===== src/sv/ptbc_pkg.sv =====
`timescale 1ns / 1ps
// Package for the pan/tilt bilinear calibration core.
// Holds field widths, corner and register indexes, reset values and division constants.
package ptbc_pkg;

  localparam int PosW      = 7;
  localparam int ValW      = 8;
  localparam int WgtW      = 14;
  localparam int NumW      = 22;
  localparam int RecipW    = 23;
  localparam int ProdW     = NumW + RecipW;
  localparam int CfgIdxW   = 8;
  localparam int NumCorners = 4;
  localparam int NumRegs   = 2 * NumCorners;
  localparam int RegIdxW   = 3;
  localparam int NumStages = 5;

  localparam int CornerLt = 0;
  localparam int CornerRt = 1;
  localparam int CornerLb = 2;
  localparam int CornerRb = 3;

  localparam int RegPanBase  = 0;
  localparam int RegTiltBase = NumCorners;

  localparam logic [PosW-1:0]  PctFull   = 7'd100;
  localparam logic [WgtW-1:0]  WeightSum = 14'd10000;
  localparam logic [NumW-1:0]  NumMax    = 22'd2550000;

  // Floor division by 10000 as (num * RecipMul) >> RecipShift, exact for num < 2**22.
  localparam logic [RecipW-1:0] RecipMul  = 23'd6871948;
  localparam int               RecipShift = 36;

  localparam logic [NumRegs-1:0][ValW-1:0] RegReset = {
    8'd255, 8'd255, 8'd0, 8'd0, 8'd255, 8'd0, 8'd255, 8'd0
  };

  typedef struct packed {
    logic [NumCorners-1:0][ValW-1:0] pan;
    logic [NumCorners-1:0][ValW-1:0] tilt;
  } corners_t;

endpackage


===== src/sv/ptbc_if.sv =====
`timescale 1ns / 1ps
// Channel interfaces of the pan/tilt bilinear calibration core.
// Depends on ptbc_pkg for the payload widths.
interface ptbc_pos_if;
  logic                       valid;
  logic                       ready;
  logic [ptbc_pkg::PosW-1:0]  pos_x;
  logic [ptbc_pkg::PosW-1:0]  pos_y;
  modport source (output valid, output pos_x, output pos_y, input ready);
  modport sink   (input valid, input pos_x, input pos_y, output ready);
endinterface

interface ptbc_res_if;
  logic                       valid;
  logic                       ready;
  logic [ptbc_pkg::ValW-1:0]  pan_value;
  logic [ptbc_pkg::ValW-1:0]  tilt_value;
  modport source (output valid, output pan_value, output tilt_value, input ready);
  modport sink   (input valid, input pan_value, input tilt_value, output ready);
endinterface

interface ptbc_cfg_if;
  logic                         valid;
  logic                         ready;
  logic [ptbc_pkg::CfgIdxW-1:0] index;
  logic [ptbc_pkg::ValW-1:0]    data;
  modport source (output valid, output index, output data, input ready);
  modport sink   (input valid, input index, input data, output ready);
endinterface


===== src/sv/ptbc_cfg_regs.sv =====
`timescale 1ns / 1ps
// Corner register file of the pan/tilt bilinear calibration core.
// Depends on ptbc_pkg and the ptbc_cfg_if interface.
module ptbc_cfg_regs (
  input  logic               clk_i,
  input  logic               rst_ni,
  ptbc_cfg_if.sink           cfg_i,
  output ptbc_pkg::corners_t corners_o
);
  import ptbc_pkg::*;

  logic [NumRegs-1:0][ValW-1:0] regs_q;

  assign cfg_i.ready = 1'b1;

  always_ff @(posedge clk_i or negedge rst_ni) begin
    if (!rst_ni) begin
      regs_q <= RegReset;
    end else if (cfg_i.valid && (cfg_i.index < CfgIdxW'(NumRegs))) begin
      regs_q[cfg_i.index[RegIdxW-1:0]] <= cfg_i.data;
    end
  end

  assign corners_o.pan  = regs_q[RegPanBase +: NumCorners];
  assign corners_o.tilt = regs_q[RegTiltBase +: NumCorners];

endmodule


===== src/sv/pan_tilt_bilinear_calibration_core.sv =====
`timescale 1ns / 1ps
// Top level of the pan/tilt bilinear calibration core: a five-stage interpolation pipeline.
// Depends on ptbc_pkg, the channel interfaces and ptbc_cfg_regs.
//
//   channel  dir  payload                  role
//   pos_i    in   pos_x, pos_y             target position in percent
//   res_o    out  pan_value, tilt_value    calibrated pan and tilt
//   cfg_i    in   index, data              corner register writes
//
// One position is taken per cycle while the output is not stalled; its result is registered in each stage in turn.
// The stages are clamp, weights, corner products, sums and reciprocal multiply.
// Each stage has its own ready, so a stalled output holds only the stages that are full.
// Reset clears the stage valid bits and loads the corner registers with their defaults.
module pan_tilt_bilinear_calibration_core (
  input logic        clk_i,
  input logic        rst_ni,
  ptbc_pos_if.sink   pos_i,
  ptbc_res_if.source res_o,
  ptbc_cfg_if.sink   cfg_i
);
  import ptbc_pkg::*;

  corners_t corners;

  logic [NumStages-1:0] vld_q;
  logic [NumStages-1:0] adv;

  logic [PosW-1:0] s1_x_q, s1_y_q, s1_ix_q, s1_iy_q;
  logic [PosW-1:0] x_cl, y_cl;

  logic [NumCorners-1:0][WgtW-1:0] s2_w_q;
  logic [NumCorners-1:0][NumW-1:0] s3_pan_q, s3_tilt_q;
  logic [NumW-1:0]                 s4_pan_q, s4_tilt_q;
  logic [ProdW-1:0]                pan_prod, tilt_prod;
  logic [ValW-1:0]                 s5_pan_q, s5_tilt_q;

  ptbc_cfg_regs u_cfg_regs (
    .clk_i     (clk_i),
    .rst_ni    (rst_ni),
    .cfg_i     (cfg_i),
    .corners_o (corners)
  );

  always_comb begin
    adv[NumStages-1] = !vld_q[NumStages-1] || res_o.ready;
    for (int k = NumStages - 2; k >= 0; k--) begin
      adv[k] = !vld_q[k] || adv[k+1];
    end
  end

  assign pos_i.ready = adv[0];

  always_ff @(posedge clk_i or negedge rst_ni) begin
    if (!rst_ni) begin
      vld_q <= '0;
    end else begin
      if (adv[0]) begin
        vld_q[0] <= pos_i.valid;
      end
      for (int k = 1; k < NumStages; k++) begin
        if (adv[k]) begin
          vld_q[k] <= vld_q[k-1];
        end
      end
    end
  end

  assign x_cl = (pos_i.pos_x > PctFull) ? PctFull : pos_i.pos_x;
  assign y_cl = (pos_i.pos_y > PctFull) ? PctFull : pos_i.pos_y;

  assign pan_prod  = ProdW'(s4_pan_q) * ProdW'(RecipMul);
  assign tilt_prod = ProdW'(s4_tilt_q) * ProdW'(RecipMul);

  always_ff @(posedge clk_i) begin
    if (adv[0] && pos_i.valid) begin
      s1_x_q  <= x_cl;
      s1_y_q  <= y_cl;
      s1_ix_q <= PctFull - x_cl;
      s1_iy_q <= PctFull - y_cl;
    end
    if (adv[1] && vld_q[0]) begin
      s2_w_q[CornerLt] <= WgtW'(s1_ix_q) * WgtW'(s1_iy_q);
      s2_w_q[CornerRt] <= WgtW'(s1_x_q) * WgtW'(s1_iy_q);
      s2_w_q[CornerLb] <= WgtW'(s1_ix_q) * WgtW'(s1_y_q);
      s2_w_q[CornerRb] <= WgtW'(s1_x_q) * WgtW'(s1_y_q);
    end
    if (adv[2] && vld_q[1]) begin
      for (int c = 0; c < NumCorners; c++) begin
        s3_pan_q[c]  <= NumW'(s2_w_q[c]) * NumW'(corners.pan[c]);
        s3_tilt_q[c] <= NumW'(s2_w_q[c]) * NumW'(corners.tilt[c]);
      end
    end
    if (adv[3] && vld_q[2]) begin
      s4_pan_q  <= s3_pan_q[CornerLt] + s3_pan_q[CornerRt]
                 + s3_pan_q[CornerLb] + s3_pan_q[CornerRb];
      s4_tilt_q <= s3_tilt_q[CornerLt] + s3_tilt_q[CornerRt]
                 + s3_tilt_q[CornerLb] + s3_tilt_q[CornerRb];
    end
    if (adv[4] && vld_q[3]) begin
      s5_pan_q  <= pan_prod[RecipShift +: ValW];
      s5_tilt_q <= tilt_prod[RecipShift +: ValW];
    end
  end

  assign res_o.valid      = vld_q[NumStages-1];
  assign res_o.pan_value  = s5_pan_q;
  assign res_o.tilt_value = s5_tilt_q;

  a_clamp : assert property (@(posedge clk_i) disable iff (!rst_ni)
    vld_q[0] |-> (s1_x_q <= PctFull) && (s1_y_q <= PctFull)
                 && (s1_ix_q == PctFull - s1_x_q))
    else $error("clamped position out of range");

  a_weight_sum : assert property (@(posedge clk_i) disable iff (!rst_ni)
    vld_q[1] |-> (16'(s2_w_q[CornerLt]) + 16'(s2_w_q[CornerRt])
                  + 16'(s2_w_q[CornerLb]) + 16'(s2_w_q[CornerRb])) == 16'(WeightSum))
    else $error("corner weights do not sum to full scale");

  a_num_bound : assert property (@(posedge clk_i) disable iff (!rst_ni)
    vld_q[3] |-> (s4_pan_q <= NumMax) && (s4_tilt_q <= NumMax))
    else $error("numerator exceeds the reciprocal range");

  a_stall_hold : assert property (@(posedge clk_i) disable iff (!rst_ni)
    (vld_q[2] && !adv[2]) |=> $stable(s3_pan_q) && $stable(s3_tilt_q) && vld_q[2])
    else $error("stalled product stage changed");

endmodule

===== src/flat_wrapper.sv =====
// flat-port wrapper written by rule: the top's interface ports become plain ports
module pan_tilt_bilinear_calibration_core_flat import ptbc_pkg::*;
  (clk_i, rst_ni, pos_i_valid, pos_i_pos_x, pos_i_pos_y, pos_i_ready, res_o_valid, res_o_pan_value, res_o_tilt_value, res_o_ready, cfg_i_valid, cfg_i_index, cfg_i_data, cfg_i_ready);
  ptbc_pos_if pos_i_i ();
  ptbc_res_if res_o_i ();
  ptbc_cfg_if cfg_i_i ();
  input logic clk_i;
  input logic rst_ni;
  input wire logic [$bits(pos_i_i.valid)-1:0] pos_i_valid;
  input wire logic [$bits(pos_i_i.pos_x)-1:0] pos_i_pos_x;
  input wire logic [$bits(pos_i_i.pos_y)-1:0] pos_i_pos_y;
  output wire logic [$bits(pos_i_i.ready)-1:0] pos_i_ready;
  output wire logic [$bits(res_o_i.valid)-1:0] res_o_valid;
  output wire logic [$bits(res_o_i.pan_value)-1:0] res_o_pan_value;
  output wire logic [$bits(res_o_i.tilt_value)-1:0] res_o_tilt_value;
  input wire logic [$bits(res_o_i.ready)-1:0] res_o_ready;
  input wire logic [$bits(cfg_i_i.valid)-1:0] cfg_i_valid;
  input wire logic [$bits(cfg_i_i.index)-1:0] cfg_i_index;
  input wire logic [$bits(cfg_i_i.data)-1:0] cfg_i_data;
  output wire logic [$bits(cfg_i_i.ready)-1:0] cfg_i_ready;
  assign pos_i_i.valid = pos_i_valid;
  assign pos_i_i.pos_x = pos_i_pos_x;
  assign pos_i_i.pos_y = pos_i_pos_y;
  assign pos_i_ready = pos_i_i.ready;
  assign res_o_valid = res_o_i.valid;
  assign res_o_pan_value = res_o_i.pan_value;
  assign res_o_tilt_value = res_o_i.tilt_value;
  assign res_o_i.ready = res_o_ready;
  assign cfg_i_i.valid = cfg_i_valid;
  assign cfg_i_i.index = cfg_i_index;
  assign cfg_i_i.data = cfg_i_data;
  assign cfg_i_ready = cfg_i_i.ready;
  pan_tilt_bilinear_calibration_core u_core (.clk_i(clk_i), .rst_ni(rst_ni), .pos_i(pos_i_i), .res_o(res_o_i), .cfg_i(cfg_i_i));
endmodule

===== config.mk =====
export PLATFORM = sky130hd
export DESIGN_NAME = pan_tilt_bilinear_calibration_core_flat
export DESIGN_NICKNAME = d
export VERILOG_FILES = /design/src/sv/ptbc_pkg.sv /design/src/sv/ptbc_if.sv /design/src/sv/ptbc_cfg_regs.sv /design/src/sv/pan_tilt_bilinear_calibration_core.sv /design/src/flat_wrapper.sv
export SDC_FILE = /design/constraint.sdc
export NUM_CORES = 2
export LEC_CHECK = 0
export BUFFER_PORTS_ARGS = -buffer_cell sky130_fd_sc_hd__buf_2
export CAP_MARGIN = 20
export CORE_UTILIZATION = 60
export CTS_CLUSTER_DIAMETER = 120
export CTS_CLUSTER_SIZE = 10
export DETAILED_ROUTE_END_ITERATION = 8
export PLACE_DENSITY_LB_ADDON = 0.15
export RECOVER_POWER = 50
export SYNTH_ARGS = -nofsm -noshare
export SYNTH_HDL_FRONTEND = slang
export SYNTH_SLANG_ARGS = --single-unit

===== constraint.sdc =====
create_clock -name clk_i -period 7.8 [get_ports clk_i]
set_input_delay 1.56 -clock clk_i [delete_from_list [all_inputs] [get_ports clk_i]]
set_output_delay 1.56 -clock clk_i [all_outputs]
set_load 0.02 [all_outputs]

==> results.ini <==
[critical_path]
required_ns=8.19
cpMostUsedCell=inv_1
critPathLaunchType=flop
critPathMaxStageDelay_ns=0.82
cp_data_arrival_time_ns=7.04
cpMaxStageDelayCell=a2111oi_0
critical_path_buf_inv_count=6
worstPathMaxFanout=5
path_cells=ha_1, inv_1, fa_1, inv_1, ha_1, fa_1, inv_1, fa_1, inv_1, fa_1, inv_1, fa_1, inv_1, ha_1, or3_1, o211ai_1, a21boi_1, a2111oi_0, o211ai_1, a221oi_2, xnor2_1
cp-end-kind=flop
path_class=reg -> reg
crit_family=adder cells

[floorplan]
start_util_pct=60.6
dieHeight_um=329
core_um2=106000
floorplan.die_area_um2=108000
io_pins=54
die_x_um=329
rows=119

[run_status]
outcome=finished, violations left
violations=design-rule violations, max-capacitance violations, max-slew violations

[yosys]
synthAdderAreaFrac_pct=51.9
syn_nets=8227
seq_area_frac_synth_pct=17.5
synth-compound-area-share_pct=6.19
yosys_warnings=0
synth_cell_types=74
synthSimpleGateAreaFrac_pct=11.6
syn-instance-count=6200
synth_edf_count=315
async_reset_ff_share_pct=18.0
synth_xor_xnor_area_share_pct=3.46
syn_avg_cell_area_um2=10.3
netlist_area_um2=64000
synth_top_family_by_area=adder cells
synth.area.mux_share_pct=1.13
ys.flop_type=edfxtp_1
yosys_register_bits=384

[flow_run]
cap_violations=6

[clock_network]
cts_tree=built
clockRootBuffer=clkbuf_16
cts_hold_buf=0
cts_buffers=47
cts_htree_levels=2
clock_latency_ns=0.65
clock_sinks=384
ctsResizeCount=0
cts_max_path_buffers=3
clk_pin_slew_worst_paths_ns=0.06
cts_setup_buffers=0

[sta]
period_minus_slack_ns=6.65
setup_viol_count_final=0
clock.fmax_ghz=0.150
slew_headroom_pct=-209
finalHoldViolations=0
fin_skew_ns=0.0469
rsz0062_at_grt=no
slew_violations=374
tightestPinTransition_ns=4.63
tns_ns=0
period_share_pct=85.3

[global_routing]
grt_max_degree=176
grt-ovfl-total=0
grt.total_usage_pct=30.1
antenna_found_initial=8
grt_pass1_vias=45700
grt_pass1_wl_mm=250

[route]
met3_length_mm=8.46
vias_per_cell=5.65
drt_iter0_markers=2828
wl_met1_mm=66.7
avgRoutedWirePerCell_um=20.5
wl_mm=156
dr.pass1.iters=7
drc=16
vias=42900
routed.top_layer=met4
ant_nets=0
route.met2.wl_mm=74.8

[layout]
nFillCells=8618
drive_above_1_share_pct=3.81
fin_nets=8183
area_growth_syn_to_layout_pct=4.52
design_area_um2=66900

[placed_design]
portBuffers=52
placed_area_um2=65500
dp_hpwl_mm=127
gp_congestion=0.982

[min_path]
hold_class=reg -> reg

-- area by class of cell --
type                            instances  area [µm²]  area share [%]
Tap cell                             1391        1740            2.60
Multi-Input combinational cell       4423       47500            71.1
Inverter                             1230        4620            6.90
Clock inverter                          8        67.6           0.101
Clock buffer                           80        1340            2.01
Antenna cell                            3        7.51          0.0112
Sequential cell                       384       11200            16.8
Timing Repair Buffer                   70         350           0.524
-- cell usage after synthesis (all sizes together) (10+ instances only) --
| master | count | area [µm²] |
|---|---|---|
| and2 | 490 | 3070 |
| fa | 1104 | 22100 |
| edfxtp | 315 | 9460 |
| a21oi | 182 | 918 |
| a21o | 99 | 746 |
| clkbuf | 162 | 608 |
| nand2 | 677 | 2540 |
| a2111oi | 10 | 108 |
| nor2b | 41 | 257 |
| nor3 | 36 | 180 |
| dfrtp | 37 | 926 |
| o21ai | 115 | 576 |
| inv | 1230 | 4620 |
| xnor2 | 189 | 1660 |
| a211oi | 20 | 150 |
| mux2 | 64 | 721 |
| dfstp | 32 | 841 |
| o211ai | 11 | 82.6 |
| nand3 | 42 | 210 |
| a31oi | 12 | 75.1 |
| and3 | 15 | 93.8 |
| o21bai | 37 | 278 |
| xor2 | 64 | 561 |
| ha | 888 | 11100 |
| o21a | 37 | 279 |
| nand4 | 27 | 169 |
| nor2 | 112 | 420 |
| nand2b | 31 | 194 |
-- cell families after synthesis --
group / after synthesis
other: 1
buffers and inverters: 1393
XOR/XNOR: 253
adder cells (fa/ha/maj): 1992
flip-flops: 384
AO/OA/AOI/OAI: 602
multiplexers: 64
AND/OR/NAND/NOR: 1511
-- sequential cells by signal, summed over array words and instances, names as in the netlist --
signal / cells
u_core.s2_w_q: 53
u_core.s4_pan_q: 22
u_core.s1_x_q: 6
u_core.s3_pan_q: 88
u_core.s1_iy_q: 7
u_core.res_o.tilt_value: 8
u_core.s4_tilt_q: 22
u_core.s1_ix_q: 7
u_core.s1_y_q: 6
u_core.u_cfg_regs.corners_o: 64
u_core.s3_tilt_q: 88
u_core.res_o.pan_value: 8
u_core.vld_q: 5
-- cell usage in the layout (no fill, tap or decap), types with 7 or more instances in the layout --
| cell | Yosys | routed |
|---|---|---|
| ha_1 | 888 | 888 |
| o21bai_1 | 37 | 37 |
| o2111ai_1 | 7 | 7 |
| nor2b_1 | 41 | 41 |
| and3_1 | 15 | 15 |
| nand3b_1 | 9 | 9 |
| edfxtp_1 | 315 | 315 |
| nor2_1 | 112 | 112 |
| dfstp_2 | 32 | 32 |
| a21oi_1 | 180 | 180 |
| and2_0 | 0 | 30 |
| nand2_1 | 677 | 677 |
| o211ai_1 | 11 | 11 |
| nand4_1 | 27 | 27 |
| fa_1 | 1104 | 1104 |
| xor2_1 | 64 | 64 |
| clkbuf_1 | 162 | 46 |
| a41oi_1 | 8 | 8 |
| nor4_1 | 8 | 8 |
| a211oi_1 | 20 | 20 |
| a2111oi_0 | 8 | 8 |
| buf_4 | 1 | 8 |
| o21ai_0 | 110 | 110 |
| a21o_1 | 97 | 97 |
| nor3_1 | 36 | 36 |
| inv_1 | 1230 | 1230 |
| dfrtp_1 | 37 | 37 |
| mux2_2 | 64 | 64 |
| xnor2_1 | 189 | 189 |
| clkbuf_16 | 0 | 48 |
| o21a_1 | 36 | 36 |
| and2_1 | 490 | 458 |
| nand3_1 | 42 | 42 |
| buf_2 | 0 | 45 |
| a31oi_1 | 12 | 12 |
| nand2b_1 | 31 | 31 |
-- routing by layer --
| layer | global-route usage, % | vias up |
|---|---|---|
| met5 | 0 | - |
| met4 | 10.4 | 0 |
| met3 | 3.35 | 271 |
| met2 | 50.3 | 1082 |
| met1 | 41.0 | 22000 |
| li1 | - | 19500 |
-- metrics by stage --
step           setup WS (ns)  utilization [%]  instances  hold slack (ns)
3_5_place_dp            1.26             62.1       7497            0.462
6_report                1.15             63.4       7589            0.479
2_1_floorplan           1.50                -       6200            0.448
5_1_grt                0.829             63.4       7587            0.514
4_1_cts                 1.24             63.4       7585            0.478
3_3_place_gp            1.30             62.1       7497            0.461
-- path summary, 6_finish.rpt --
| check | cells after the start | endpoint | slack, ns | startpoint |
|---|---|---|---|---|
| hold / removal | 1 | u_core.vld_q[1]$_DFFE_PN0P_ | 0.48 | u_core.vld_q[0]$_DFFE_PN0N_ |
| hold reg to reg | 1 | u_core.vld_q[1]$_DFFE_PN0P_ | 0.48 | u_core.vld_q[0]$_DFFE_PN0N_ |
| setup reg to reg | 21 | u_core.res_o.tilt_value[4]$_DFFE_PP_ | 1.15 | u_core.s4_tilt_q[6]$_DFFE_PP_ |
| setup / recovery | 21 | u_core.res_o.tilt_value[4]$_DFFE_PP_ | 1.15 | u_core.s4_tilt_q[6]$_DFFE_PP_ |
| min in group asynchronous | 1 | u_core.vld_q[0]$_DFFE_PN0N_ | 1.70 | rst_ni |
| max in group asynchronous | 2 | u_core.u_cfg_regs.corners_o[50]$_DFFE_PN0P_ | 3.00 | rst_ni |
Power is left out: the tool's default activity adds up to more than one toggle a clock period on the data nets, which glitch-free logic cannot reach.
